--- src/rtl/core/pvpu_pkg.sv ---
// Types, constants and register codes of the velocity and position update unit.
package pvpu_pkg;

  localparam int NSTAGE = 6;

  typedef enum logic [1:0] {
    CFG_POS_MIN = 2'd0,
    CFG_POS_MAX = 2'd1,
    CFG_VEL_MAX = 2'd2
  } cfg_idx_t;

  localparam logic signed [31:0] POS_MIN_RESET = 32'sd0;
  localparam logic signed [31:0] POS_MAX_RESET = 32'sd65536;
  localparam logic [30:0]        VEL_MAX_RESET = 31'd16384;

  typedef struct packed {
    logic signed [31:0] position;
    logic signed [31:0] velocity;
    logic signed [31:0] personal_best;
    logic signed [31:0] swarm_best;
    logic signed [15:0] inertia;
    logic signed [15:0] cognitive_gain;
    logic signed [15:0] social_gain;
    logic [15:0]        rand_one;
    logic [15:0]        rand_two;
  } in_item_t;

  typedef struct packed {
    logic signed [31:0] new_position;
    logic signed [31:0] new_velocity;
  } out_item_t;

  typedef struct packed {
    logic signed [31:0] pos_min;
    logic signed [31:0] pos_max;
    logic [30:0]        vel_max;
  } cfg_t;

  typedef struct packed {
    logic [NSTAGE-1:0] load;
  } pipe_ctl_t;

  // Three Q.28 terms and the position, handed from the multiplier stages to the sum.
  typedef struct packed {
    logic signed [47:0] vw;
    logic signed [49:0] t1;
    logic signed [49:0] t2;
    logic signed [31:0] pos;
  } terms_t;

endpackage

--- src/rtl/core/pvpu_clamp.sv ---
// Sum, velocity clamp and position clamp: stages four to six.
module pvpu_clamp (
  input  logic                clk,
  input  pvpu_pkg::pipe_ctl_t ctl,
  input  pvpu_pkg::cfg_t      cfg,
  input  pvpu_pkg::terms_t    terms,
  output pvpu_pkg::out_item_t out_data
);
  import pvpu_pkg::*;

  logic signed [51:0] sum;
  logic signed [39:0] s4_nv;
  logic signed [31:0] s4_pos;
  logic signed [39:0] vmax, vmin;
  logic signed [31:0] nv_clamped;
  logic signed [31:0] s5_nv, s5_pos;
  logic signed [32:0] np_sum, pmax, pmin;
  logic signed [31:0] np_clamped;
  out_item_t          s6;

  assign sum = {{4{terms.vw[47]}}, terms.vw}
             + {{2{terms.t1[49]}}, terms.t1}
             + {{2{terms.t2[49]}}, terms.t2};

  assign vmax = $signed({9'd0, cfg.vel_max});
  assign vmin = -vmax;

  always_comb begin
    if (s4_nv > vmax) begin
      nv_clamped = vmax[31:0];
    end else if (s4_nv < vmin) begin
      nv_clamped = vmin[31:0];
    end else begin
      nv_clamped = s4_nv[31:0];
    end
  end

  assign np_sum = {s5_pos[31], s5_pos} + {s5_nv[31], s5_nv};
  assign pmax   = {cfg.pos_max[31], cfg.pos_max};
  assign pmin   = {cfg.pos_min[31], cfg.pos_min};

  // When the bounds are inverted, a sum above pos_max takes pos_max and any other sum takes pos_min.
  always_comb begin
    if (np_sum > pmax) begin
      np_clamped = cfg.pos_max;
    end else if (np_sum < pmin) begin
      np_clamped = cfg.pos_min;
    end else begin
      np_clamped = np_sum[31:0];
    end
  end

  always_ff @(posedge clk) begin
    if (ctl.load[3]) begin
      s4_nv  <= sum[51:12];
      s4_pos <= terms.pos;
    end
    if (ctl.load[4]) begin
      s5_nv  <= nv_clamped;
      s5_pos <= s4_pos;
    end
    if (ctl.load[5]) begin
      s6.new_position <= np_clamped;
      s6.new_velocity <= s5_nv;
    end
  end

  assign out_data = s6;

endmodule

--- config.mk ---
export PLATFORM = sky130hd
export DESIGN_NAME = pvpu_clamp
export DESIGN_NICKNAME = d
export VERILOG_FILES = /design/src/rtl/core/pvpu_pkg.sv /design/src/rtl/core/pvpu_clamp.sv
export SDC_FILE = /design/constraint.sdc
export NUM_CORES = 1
export LEC_CHECK = 0
export ABC_AREA = 1
export ABC_CLOCK_PERIOD_IN_PS = 10100
export BUFFER_PORTS_ARGS = -buffer_cell sky130_fd_sc_hd__buf_2
export CORE_ASPECT_RATIO = 0.7
export CORE_MARGIN = 8
export CORE_UTILIZATION = 50
export DETAILED_ROUTE_END_ITERATION = 10
export PLACE_DENSITY = 0.79
export SLEW_MARGIN = 20
export SYNTH_ARGS = -nofsm -noshare
export SYNTH_HDL_FRONTEND = slang
export SYNTH_SLANG_ARGS = --single-unit
export TNS_END_PERCENT = 1
--- constraint.sdc ---
create_clock -name clk -period 10.1 [get_ports clk]
set_input_delay 1.01 -clock clk [delete_from_list [all_inputs] [get_ports clk]]
set_output_delay 1.01 -clock clk [all_outputs]
set_load 0.01 [all_outputs]
==> results.sh <==
export IMPL_outcome="completed"
export IMPL_timing_fmax_mhz=170
export IMPL_multi_input_area_um2=11400
export IMPL_dr_pass1_iters=6
export IMPL_grt_ovfl_total=0
export IMPL_syn_to_final_growth_pct=14.3
export IMPL_rsz0062_at_grt="no"
export IMPL_start_kind="register"
export IMPL_pwr_density_cell_nw_per_um2=194
export IMPL_cts_root_buffer="clkbuf_16"
export IMPL_async_flop_share=0
export IMPL_num_nets_final=3457
export IMPL_grt_pass1_wl_mm=101
export IMPL_cts_buffers=17
export IMPL_syn_nets=3123
export IMPL_synth_xor_area_share=0.0311
export IMPL_antenna_found_initial=8
export IMPL_required_ns=10.31
export IMPL_path_clk_slew_ns=0.07
export IMPL_path_class="reg -> reg"
export IMPL_ir_drop_mv=0.143
export IMPL_grt_max_degree=73
export IMPL_fin_crit_ns=5.87
export IMPL_fin_total_pwr_mw=4.24
export IMPL_synthMuxAreaShare=0
export IMPL_ys_seq_area_frac=0.313
export IMPL_synth_area_top_cells="edfxtp_1, nand2_1, ha_1, inv_1, nand3_1"
export IMPL_fin_crit_sh=0.581
export IMPL_fillerInstances=3572
export IMPL_cp_end_kind="register"
export IMPL_synth_top_area_share=0.313
export IMPL_synth_edff_count=200
export IMPL_synth_largest_area_cell="edfxtp_1"
export IMPL_worst_slew_pin_slew_ns=1.08
export IMPL_startpoint="s5_nv[0]"
export IMPL_port_buffers=342
export IMPL_hold_class="reg -> reg"
export IMPL_num_rows=60
export IMPL_synth_compound_area_share=0.0753
export IMPL_maxSlewViolCount=0
export IMPL_synth_top_family_by_area="simple AND/OR/NAND/NOR gates"
export IMPL_finalClockSkew_ns=0.0103
export IMPL_dieArea_um2=45000
export IMPL_synth_fa_ha_area_frac=0.194
export IMPL_drtIter0Drc=1966
export IMPL_seqCellArea_um2=6010
export IMPL_initial_core_util=0.503
export IMPL_synthCells=2573
export IMPL_drc=0
export IMPL_hpwlAfterDp_mm=55.0
export IMPL_synth_simple_gate_area_share=0.295
export IMPL_grt_pass1_vias=18100
export IMPL_htreeDepth=4
export IMPL_setup_viol=0
export IMPL_hold_viol_final=0
export IMPL_clockBufferDepth=2
export IMPL_maxCapViolations=0
export IMPL_fp_dieW_um=250
export IMPL_drive_above_1_share=0.142
export IMPL_yosys_warnings=0
export IMPL_antenna_left=0
export IMPL_post_cts_resized=0
export IMPL_avgRoutedWirePerCell_um=19.2
export IMPL_clkLatencyLatePin_ns=0.46
export IMPL_vias_per_cell=5.51
export IMPL_vias=18800
export IMPL_synth_top_cells_by_count="nand2_1, inv_1, nand3_1"
export IMPL_clkSinkCount=200
export IMPL_ctsHoldBuffers=0
export IMPL_die_h_um=180
export IMPL_post_cts_buffers=0
export IMPL_fin_tns_setup_ns=0
export IMPL_relSlewSlack=0.278
export IMPL_netlist_area_um2=19200
export IMPL_synth_most_common_cell="nand2_1"
export IMPL_tritoncts="done"
export IMPL_yosysUniqueCellTypes=37
export IMPL_drt_total_wl_mm=65.5
export IMPL_syn_area_per_cell_um2=7.45
export IMPL_hp_start="s4_pos[28]"
export IMPL_core_area_um2=38100
export IMPL_place_congestion=0.995
export IMPL_cp_arrival_ns=6.08
export IMPL_timing_rr_start="s5_nv[0]"
export IMPL_worst_path_max_fanout=33
export IMPL_synth_seq_cells=200
export IMPL_synth_ff_type="edfxtp_1"
export IMPL_io_pins=346
export IMPL_leakagePower_nw=11.3
export IMPL_grt_util_all_layers=0.284
final timing paths:
check                                    end  cells after the start  slack, ns
worst max-delay path            out_data[60]                     22       4.23
worst min-delay path              s5_pos[28]                      0       0.42
worst min register to register    s5_pos[28]                      0       0.42
worst max register to register  out_data[60]                     22       4.23
flip-flops by register name, summed over array words and instances, names as in the netlist:
register / count
out_data: 64
s4_nv: 40
s4_pos: 32
s5_nv: 32
s5_pos: 32
metrics by stage:
| stage | worst slack (ns) | utilization | hold slack, ns | cell area [um2] | instances |
|---|---|---|---|---|---|
| final | 4.23 | 0.575 | 0.422 | 21900 | 3420 |
| after global routing | 3.87 | 0.575 | 0.426 | 21900 | 3420 |
| after CTS | 4.74 | 0.574 | 0.423 | 21900 | 3416 |
| after detailed placement | 4.73 | 0.559 | 0.405 | 21300 | 3384 |
| after global placement | 4.91 | 0.559 | 0.403 | 21300 | 3384 |
| after floorplan | 6.36 | - | 0.400 | 19200 | 2573 |
cells in the final DEF (no fill, tap or decap), types with 12 or more instances in the layout:
cell and n:
a21oi_1 146, a21o_1 20, xor2_1 60, nand2_1 770
o21ai_0 57, nand4_1 30, nor2_1 225, ha_1 218
edfxtp_1 200, o21bai_1 14, fa_1 50, clkbuf_16 17
buf_2 342, inv_1 396, nand3_1 238, nor4_1 12
nor3_1 24, nand3_2 12
final cells by class:
type | instances | area share
inverters | 398 | 0.0682
well taps | 496 | 0.0283
flip-flops and latches | 200 | 0.274
diodes | 4 | 0.000457
multi-input cells | 1939 | 0.521
repair buffers | 351 | 0.0812
clock inverters | 15 | 0.00719
clock buffers | 17 | 0.0194
where the power goes:
| part | leakage [nW] | switching, mW | internal (mW) |
|---|---|---|---|
| combinational | 9.06 | 1.51 | 0.774 |
| sequential | 1.97 | 0.101 | 1.16 |
| clock | 0.282 | 0.347 | 0.351 |
cells by family (layout without fill, tap and decap cells):
kind of cell	count (synthesis)	after routing
flops	200	200
other cells	0	4
fa+ha+maj	268	268
buf+inv	434	781
xor+xnor	68	68
compound gates	261	261
simple gates	1342	1342
critical path: stages, from the launching register on:
cell      delay [ns]
edfxtp_1        0.44
ha_1            0.28
fa_1            0.44
nand3_1         0.11
nand3_1         0.16
nand3_1         0.12
nand3_1         0.32
nand2_1         0.21
nand2_1         0.09
inv_1           0.07
nor4_1          0.04
o21ai_0         0.33
ha_1            0.39
nand2_1         0.22
o21a_1          0.15
nand2_1         0.08
a21oi_1         0.26
nand4_1         0.14
nand2_1         0.09
buf_4           0.35
clkinv_1        0.87
nand2_1         0.35
nand2_1         0.09
layer usage:
metal  global-route usage  vias to the layer above  wire [um]
met5                    0                        -         48
met4               0.0567                        8        836
met3               0.0767                       74       6920
met2                0.401                      882      26400
met1                0.429                     8764      31300
li1                     -                     9106          -
No activity file was read; power rests on OpenSTA's default activity.
