[src/rtl/core/pvpu_pkg.sv]
// Types, constants and register codes of the velocity and position update unit.
package pvpu_pkg;

  localparam int NSTAGE = 6;

  typedef enum logic [1:0] {
    CFG_POS_MIN = 2'd0,
    CFG_POS_MAX = 2'd1,
    CFG_VEL_MAX = 2'd2
  } cfg_idx_t;

  localparam logic signed [31:0] POS_MIN_RESET = 32'sd0;
  localparam logic signed [31:0] POS_MAX_RESET = 32'sd65536;
  localparam logic [30:0]        VEL_MAX_RESET = 31'd16384;

  typedef struct packed {
    logic signed [31:0] position;
    logic signed [31:0] velocity;
    logic signed [31:0] personal_best;
    logic signed [31:0] swarm_best;
    logic signed [15:0] inertia;
    logic signed [15:0] cognitive_gain;
    logic signed [15:0] social_gain;
    logic [15:0]        rand_one;
    logic [15:0]        rand_two;
  } in_item_t;

  typedef struct packed {
    logic signed [31:0] new_position;
    logic signed [31:0] new_velocity;
  } out_item_t;

  typedef struct packed {
    logic signed [31:0] pos_min;
    logic signed [31:0] pos_max;
    logic [30:0]        vel_max;
  } cfg_t;

  typedef struct packed {
    logic [NSTAGE-1:0] load;
  } pipe_ctl_t;

  // Three Q.28 terms and the position, handed from the multiplier stages to the sum.
  typedef struct packed {
    logic signed [47:0] vw;
    logic signed [49:0] t1;
    logic signed [49:0] t2;
    logic signed [31:0] pos;
  } terms_t;

endpackage

[src/rtl/core/pvpu_ctrl.sv]
// Valid bits and load enables of the six pipeline stages.
module pvpu_ctrl (
  input  logic                  clk,
  input  logic                  rst,
  input  logic                  in_valid,
  output logic                  in_stall,
  output logic                  out_valid,
  input  logic                  out_stall,
  output pvpu_pkg::pipe_ctl_t   ctl
);
  import pvpu_pkg::*;

  logic [NSTAGE-1:0] vld;
  logic [NSTAGE:0]   ready;

  // A stage can take a beat when it is empty or its own beat moves on.
  always_comb begin
    ready[NSTAGE] = !out_stall;
    for (int k = NSTAGE - 1; k >= 0; k--) begin
      ready[k] = !vld[k] || ready[k+1];
    end
  end

  assign ctl.load  = ready[NSTAGE-1:0];
  assign in_stall  = !ready[0];
  assign out_valid = vld[NSTAGE-1];

  always_ff @(posedge clk) begin
    if (rst) begin
      vld <= '0;
    end else begin
      if (ready[0]) begin
        vld[0] <= in_valid;
      end
      for (int k = 1; k < NSTAGE; k++) begin
        if (ready[k]) begin
          vld[k] <= vld[k-1];
        end
      end
    end
  end

endmodule

[config.mk]
export PLATFORM = sky130hd
export DESIGN_NAME = pvpu_ctrl
export DESIGN_NICKNAME = d
export VERILOG_FILES = /design/src/rtl/core/pvpu_pkg.sv /design/src/rtl/core/pvpu_ctrl.sv
export SDC_FILE = /design/constraint.sdc
export NUM_CORES = 1
export LEC_CHECK = 0
export BUFFER_PORTS_ARGS = -buffer_cell sky130_fd_sc_hd__buf_2
export CORE_AREA = 2 2 39 41
export CTS_BUF_LIST = sky130_fd_sc_hd__clkbuf_16
export DETAILED_ROUTE_END_ITERATION = 16
export DIE_AREA = 0 0 41 43
export PLACE_DENSITY_LB_ADDON = 0.1
export SLEW_MARGIN = 30
export SYNTH_ARGS = -nofsm -noshare
export SYNTH_HDL_FRONTEND = slang
export SYNTH_SLANG_ARGS = --single-unit
export TNS_END_PERCENT = 5
[constraint.sdc]
create_clock -name clk -period 1.2 [get_ports clk]
set_clock_uncertainty 0.05 [all_clocks]
set_input_delay 0.18 -clock clk [delete_from_list [all_inputs] [get_ports clk]]
set_output_delay 0.18 -clock clk [all_outputs]
set_load 0.01 [all_outputs]
==> results.md, run 1 <==
* Largest stage delay, worst path at 310 ps
* MaxCap Viol Count at 0
* Static Leak at 0.194 nW
* Largest regs: vld (6)
* Slew @ Worst Pin at 228 ps
* Critical-path cell list: and4_1, buf_6, nand4_4, inv_2, buf_6
* Core ar. at 0.00138 mm^2
* Final min period at 1370 ps
* Distinct cell type count after synthesis at 12
* Clock root buffer master: clkbuf_16
* Mapped Cells at 27
* Ys Warns at 0
* Die Area at 0.00176 mm^2
* Initial core utilization at 0.175
* Main flop type after synthesis: dfxtp_1
* Compound-Gate Fraction of Synth Area at 0.119
* Startpoint types: flop
* Worst vdd ir at 0.662 mV
* Max-slew violations at 0
* FFs w/ async S/R, synth at 0
* RR Endpoint: vld[0]
* Hold Buf Count CTS at 0
* Mux cell area share after synthesis at 0
* DP Worst Slack at 13.5 ps
* Clk slew on worst S/H paths at 30 ps
* First-pass GRT wire length at 814 um
* Clock Latency Late Sink at 220 ps
* Final Wtd Congestion at 0.610
* TritonCTS clock tree: done
* Postcts setup bufs at 0
* Status: complete, but fails checks
* Worst setup EP type: primary output
* Slew headroom at 0.847
* Die width at 41 um
* ANT nets after route at 0
* WP buf/inv at 3
* Top reg by flops: vld
* Fin worst setup slack at -172 ps
* Post-synth EDFFs at 0
* Max clock buf depth at 2
* Post-Route WL at 535 um
* Io pins at 12
* Worst Path Required at 970 ps
* Worst Hold Depth at 3
* Fin crit share at 1.14
* Setup violators final at 5
* Synth Area in XOR/XNOR at 0
* Layout cell share with drive strength beyond 1 at 0.568
* Ranking of synthesized cells by area: dfxtp_1, nand4_4, a21oi_1, inv_1, nor2_1
* Fmax at 729 MHz
* Gr usage total at 0.0806
* Share of the yosys chip area belonging to registers at 0.495
* RSZ-0062 raised after global routing: yes
* Vias in the first global route at 208
* Top-area cell type share of the netlist area at 0.495
* Critical path fanouts, max at 6
* CTS Buf Count at 3
* Mapped cell area at 243 um^2
* Simple-gate share of the synthesized area at 0.278
* DR vias at 237
* Vias per inst at 3.95
* DRT Pass-1 Iters at 4
* Drt first-iter violations at 7
* Count leader, synth: dfxtp_1
* Max FFs per register at 6
* R2R depth at 5
* R2r setup slk at 70 ps
* Top post-synthesis cells by count: dfxtp_1, a21oi_1, inv_1, nor2_1, nand2_1
* ANT cells at 0
* DRC at 0
* CP delay by family, top: flip-flops
* Largest net degree at the start of global routing at 7
* Failing checks: setup timing
* Clock sink total at 6
* Reg2reg start: vld[5]
* Die Y at 43 um
* Syn Nets at 31
* Hold WS at 145 ps
* Overall Power at 755 uW
* Final Hold Vio Count at 0
* FP Rows at 14
* GRT overflow at 0
* HP Class: in -> reg
* Synth Area in Adders at 0
* Number of buffers added on ports at 11
* Leading area contributor after synthesis: dfxtp_1
* Slowest CP cell: dfxtp_2
* Post-DP HPWL at 419 um
* Worst setup path class: reg -> out
* Initial antenna violation count at 0
* Area growth syn-to-layout at 79.4%
* Largest family of logic cells by synthesized area: simple AND/OR/NAND/NOR gates
* CP most frequent cell: buf_6
* Finished Core Util at 0.315
* Worst Min Path Start: in_valid
* Syn Area/Cell at 8.99 um^2
* Hold Crit Endpoint: vld[0]
* Yosys reg bits at 6
* H-tree Lvls at 1
* Critical Path AT at 1140 ps
* Wirelength per Cell at 8.92 um
* Final nets at 50
* PwrDens at 1730 mW/mm^2
worst reg2reg max path, delay by kind of cell, from the launching register on:
family          cells  cell delay, ps
flops               1             310
simple gates        2             310
buf+inv             2             290
compound gates      1             110
final cells by class:
class	count	area, um^2
multi-input combinational	15	96.3
tap	16	20.0
timing repair buffer	15	101
sequential	6	124
fill	150	948
clock buffer	3	75.1
inverter	5	18.8
per-stage QoR:
stage                     area, um^2  cells  setup TNS (ps)
after floorplan                  243     27               0
after global placement           340     57               0
after detailed placement         340     57               0
after CTS                        435     60            -692
after global routing             435     60            -927
final                            435     60            -597
logic make-up (layout without fill, tap and decap cells):
kind of cell | count (synthesis) | after routing
flip-flops | 6 | 6
AND/OR/NAND/NOR | 10 | 10
AO/OA/AOI/OAI | 5 | 5
buffers and inverters | 6 | 23
cells in the final DEF, fill, tap and decap left out:
cell type / instances
buf_4: 3
clkbuf_16: 3
and4_1: 1
a21oi_1: 4
nand3_1: 1
nand2_1: 2
a21oi_2: 1
nand3_2: 1
nand4_4: 1
inv_2: 1
dfxtp_2: 3
nor2_1: 4
dfxtp_1: 3
inv_1: 4
buf_6: 3
buf_2: 9
what timing repair did:
item,4_1_cts,5_1_grt
pin swaps,1,1
resized for setup,6,0
cloned,0,0
endpoints found under the setup margin,5,5
power by group:
| group | internal (mW) | switching, mW |
|---|---|---|
| Combinational | 0.00769 | 0.00889 |
| Clock | 0.426 | 0.0999 |
| Sequential | 0.206 | 0.00573 |
metal layers:
layer | share of wire | track usage | up-vias
met4 | 0 | 0.100 | 0
li1 | - | - | 121
met2 | 0.43 | 0.0906 | 13
met5 | 0 | 0 | -
met3 | 0.12 | 0.0471 | 0
met1 | 0.44 | 0.0877 | 103
how the worst max path moves through the flow:
stage,start,slack [ps],end,depth (start not counted)
floorplan,vld[5],8,in_stall,4
global placement,vld[3],10,in_stall,5
detailed placement,vld[3],10,in_stall,5
CTS,vld[5],-190,ctl[0],4
global route,vld[3],-240,in_stall,5
finish,vld[5],-170,in_stall,5
Power figures use the tool's default switching activity.
==> run 2, diff against run 1 <==
- CELL_PAD_IN_SITES_DETAIL_PLACEMENT: default -> 0
- CELL_PAD_IN_SITES_GLOBAL_PLACEMENT: default -> 2
==> run 2 against run 1 <==
  * The run still ends with setup timing left
  * Count of clock-buffer cells in the layout is the same
  * Final cell count grew 5.0%
  * Maximum frequency grew 1.2%
  * First-iteration DRC count shrank 71%
  * Flip-flop and latch count is the same
==> results.md, run 2 (same netlist as run 1, synthesis figures left out) <==
* Status: complete, but fails checks
* Failing checks: setup timing
* Worst Hold Depth at 3
* Critical path fanouts, max at 5
* Reg area at 124 um^2
* Layout fillers at 153
* Initial antenna violation count at 0
* Max clock buf depth at 2
* DR vias at 243
* Reg2reg start: vld[5]
* First-pass GRT wire length at 1.08 mm
* Worst setup path class: reg -> out
* RSZ-0062 raised after global routing: yes
* Layout cell share with drive strength beyond 1 at 0.617
* CP delay by family, top: simple AND/OR/NAND/NOR gates
* Worst vdd ir at 0.719 mV
* Met3 wire length at 36 um
* Gate power share at 0.025
* Setup TNS at -616 ps
* Hold WS at 140 ps
* Most frequent cells in the layout: buf_2, buf_4, inv_1, a21oi_1, nor2_1
* Vias per inst at 3.86
* Max FFs per register at 6
* Uppermost layer routed: met4
* Fin crit share at 1.13
* Footprint of the multi-input gates at 98.8 um^2
* R2r setup slk at -20 ps
* GRT overflow at 0
* Area growth syn-to-layout at 90.7%
* Io pins at 12
* Final Hold Vio Count at 0
* Top reg by flops: vld
* DRC at 0
* Clock sink total at 6
* Worst Path Required at 970 ps
* MaxCap Viol Count at 0
* PwrDens at 1670 mW/mm^2
* Clk slew on worst S/H paths at 30 ps
* ANT nets after route at 0
* Vias in the first global route at 254
* Initial core utilization at 0.175
* Hold Buf Count CTS at 0
* Setup violators final at 6
* WP buf/inv at 2
* Static Leak at 0.215 nW
* Hold Crit Endpoint: vld[0]
* Fin worst setup slack at -155 ps
* Largest net degree at the start of global routing at 7
* Post-DP HPWL at 423 um
* Startpoint types: flop
* ANT cells at 0
* Drt first-iter violations at 2
* Area after DPL at 340 um^2
* Clock root buffer master: clkbuf_16
* Die Area at 0.00176 mm^2
* Pint at 644 uW
* RR Endpoint: vld[0]
* Gr usage total at 0.102
* Max-slew violations at 0
* Sw frac at 0.167
* Die Y at 43 um
* Core ar. at 0.00138 mm^2
* FP Rows at 14
* HP Class: in -> reg
* Final nets at 53
* Fin cells at 63
* Fmax at 738 MHz
* Slew headroom at 0.818
* Slowest CP cell: dfxtp_2
* CTS Buf Count at 3
* Clock share of power at 0.700
* Critical Path AT at 1130 ps
* Switch Pwr at 129 uW
* Number of buffers added on ports at 11
* Wirelength per Cell at 10.2 um
* Inst Count DP at 57
* Final min period at 1360 ps
* DP Worst Slack at -45.3 ps
* R2R depth at 5
* Routed length on met2 at 293 um
* M1 WL at 299 um
* Worst setup EP type: primary output
* Worst Min Path Start: in_valid
* DRT Pass-1 Iters at 4
* H-tree Lvls at 1
* TritonCTS clock tree: done
* Final Wtd Congestion at 0.619
* Slew @ Worst Pin at 272 ps
* Critical-path cell list: and4_4, nand4_4, inv_2, buf_6
* Largest regs: vld (6)
* Flop pwr share at 0.275
* Finished Core Util at 0.335
* Die width at 41 um
* Design Area, Final at 463 um^2
* Clock Latency Late Sink at 230 ps
* Overall Power at 773 uW
* Largest stage delay, worst path at 320 ps
* Commonest non-fill, non-tap cell in the layout: buf_2
* Post-Route WL at 643 um
## run 2: cell count changes in the layout (fill, tap and decap cells not counted)
cell	change
buf_2	-1
and4_1	-1
and4_4	+1
buf_4	+4
## run 2: worst reg2reg max path, cell delays in order (launching register included)
cell     delay (ps)
dfxtp_2         320
and4_4          280
nand4_4         120
buf_4           160
buf_4           120
a21oi_2         110
## run 2: repair_timing
item | 4_1_cts | 5_1_grt
pin swaps | 2 | 1
buffers inserted | 2 | 1
resized for setup | 6 | 2
setup endpoints to repair | 6 | 6
hold endpoints to repair | 0 | 0
## run 2: how the worst max path moves through the flow
stage	startpoint	endpoint	slack, ps	cells past startpoint
6_report	vld[5]	in_stall	-160	4
5_1_grt	vld[5]	in_stall	-210	4
4_1_cts	vld[5]	ctl[0]	-140	3
3_5_place_dp	vld[3]	in_stall	-50	4
3_3_place_gp	vld[3]	in_stall	-40	4
2_1_floorplan	vld[5]	in_stall	8	4
## run 2: power groups by stage
stage	Combinational (mW)	Clock [mW]	Sequential (mW)
CTS	0.0198	0.544	0.212
global route	0.0217	0.568	0.213
finish	0.0195	0.541	0.212
detailed placement	0.0197	0	0.215
floorplan	0.00567	0	0.214
global placement	0.0186	0	0.215
## run 2: layout make-up
class	instances	share of cell area
Sequential cell	6	0.268
Multi-Input combinational cell	15	0.214
Clock buffer	3	0.162
Timing Repair Buffer	18	0.273
Inverter	5	0.0405
Tap cell	16	0.0432
## run 2: routing by layer
| metal | vias up | track usage |
|---|---|---|
| met5 | - | 0 |
| met4 | 0 | 0.100 |
| met2 | 10 | 0.138 |
| li1 | 128 | - |
| met1 | 103 | 0.107 |
| met3 | 2 | 0.0471 |
==> run 3, diff against run 2 <==
- BUFFER_PORTS_ARGS: -buffer_cell sky130_fd_sc_hd__buf_2 -> default
- DONT_BUFFER_PORTS: default -> 1
==> run 3 against run 2 <==
  * The run still ends with setup timing left
  * Count of clock-buffer cells in the layout stayed put
  * Die area stayed put
  * First-iteration DRC count is 100% higher
  * Total power is 2.0% lower
  * Largest cell class is now registers
  * Largest power group unchanged
  * Highest routed layer is now met3
==> results.md, run 3 (same netlist as run 1, synthesis figures left out) <==
* Status: complete, but fails checks
* Failing checks: setup timing
* Final min period at 1280 ps
* ANT cells at 0
* Clock sink total at 6
* Number of buffers added on ports at 0
* Wirelength per Cell at 10.0 um
* Max clock buf depth at 2
* DP Worst Slack at 62.9 ps
* RR Endpoint: vld[1]
* Setup violators final at 4
* Worst setup path start: vld[4]
* Critical path fanouts, max at 3
* Max FFs per register at 6
* Vias per inst at 3.90
* Largest regs: vld (6)
* Final nets at 40
* Area growth syn-to-layout at 55.2%
* Flop pwr share at 0.280
* Initial core utilization at 0.175
* DR vias at 195
* Clock share of power at 0.703
* Core ar. at 0.00138 mm^2
* Worst setup EP type: primary output
* M2 GR Usage at 0.0906
* DRC at 0
* Design Area, Final at 377 um^2
* Worst vdd ir at 1.37 mV
* Worst Path Required at 970 ps
* PwrDens at 2010 mW/mm^2
* Most crowded layer after global routing: met2
* Fmax at 781 MHz
* Hold WS at 42.5 ps
* Most frequent cells in the layout: inv_1, a21oi_1, nor2_1, buf_4
* Die width at 41 um
* Clock Latency Late Sink at 230 ps
* Met3 GRT Util at 0.0838
* Layout cell share with drive strength beyond 1 at 0.441
* Post-Route WL at 502 um
* Die Y at 43 um
* Final Hold Vio Count at 0
* Gate power share at 0.017
* Post-DP HPWL at 384 um
* Initial antenna violation count at 0
* Slew @ Worst Pin at 261 ps
* Setup TNS at -201 ps
* Switch Pwr at 118 uW
* Vias in the first global route at 194
* Critical Path AT at 1050 ps
* R2R depth at 4
* Fin worst setup slack at -80.0 ps
* Pint at 640 uW
* FP Rows at 14
* HP Class: in -> reg
* DRT Pass-1 Iters at 2
* Area after DPL at 270 um^2
* GRT overflow at 0
* R2r setup slk at 120 ps
* Clk slew on worst S/H paths at 30 ps
* Sw frac at 0.156
* TritonCTS clock tree: done
* Final Wtd Congestion at 0.628
* Max-slew violations at 0
* Worst setup path class: reg -> out
* Drt first-iter violations at 4
* CTS Buf Count at 3
* Inst Count DP at 44
* Fin cells at 50
* Fin crit share at 1.07
* Crit path to: in_stall
* Io pins at 12
* Reg2reg start: vld[4]
* Startpoint types: flop
* Largest net degree at the start of global routing at 7
* ANT nets after route at 0
* Gr usage total at 0.0764
* Top reg by flops: vld
* H-tree Lvls at 1
* Static Leak at 0.158 nW
* M1 GR Usage at 0.0806
* First-pass GRT wire length at 814 um
* RSZ-0062 raised after global routing: yes
* Die Area at 0.00176 mm^2
* Clock root buffer master: clkbuf_16
* Worst Hold Depth at 2
* MaxCap Viol Count at 0
* Slew headroom at 0.826
==> run 3: final cells by class <==
| cell class | instances | area (um^2) |
|---|---|---|
| inverter | 5 | 18.8 |
| sequential | 6 | 124 |
| fill | 153 | 1010 |
| tap | 16 | 20.0 |
| timing repair buffer | 5 | 40.0 |
| clock buffer | 3 | 75.1 |
| multi-input combinational | 15 | 98.8 |
==> run 3: metal layers <==
metal,vias up,wire (um)
met5,-,0
met1,84,231
met2,10,211
met3,0,59
met4,0,0
li1,101,-
==> run 3: power by group through the flow <==
stage / logic [mW] / registers (mW) / clock network, mW
2_1_floorplan: 0.00567 / 0.214 / 0
3_3_place_gp: 0.00703 / 0.215 / 0
3_5_place_dp: 0.00716 / 0.215 / 0
4_1_cts: 0.0136 / 0.212 / 0.540
5_1_grt: 0.0148 / 0.212 / 0.557
6_report: 0.0132 / 0.212 / 0.532
==> run 3: worst max-delay path, cell delays in order, from the launching register on <==
cell	delay (ps)
dfxtp_2	310
and4_4	260
nand4_4	150
inv_2	110
==> run 3: metrics by stage <==
step	power [mW]	utilization
final	0.758	0.272
after global routing	0.784	0.272
after CTS	0.766	0.267
after detailed placement	0.222	0.195
after global placement	0.222	0.195
after floorplan	0.220	-
==> run 3: timing repair <==
action	CTS	global route
endpoints found under the setup margin	5	4
buffers inserted	1	1
hold buffers	1	0
pin swaps	1	1
gates resized for setup	5	0
endpoints found under the hold margin	6	0
==> run 3: worst min-delay path by stage <==
stage / to / startpoint / slack (ps)
floorplan: vld[0] / rst / 190
global placement: vld[0] / rst / 190
detailed placement: vld[0] / rst / 190
CTS: vld[0] / in_valid / 40
global route: vld[0] / in_valid / 40
finish: vld[0] / in_valid / 40
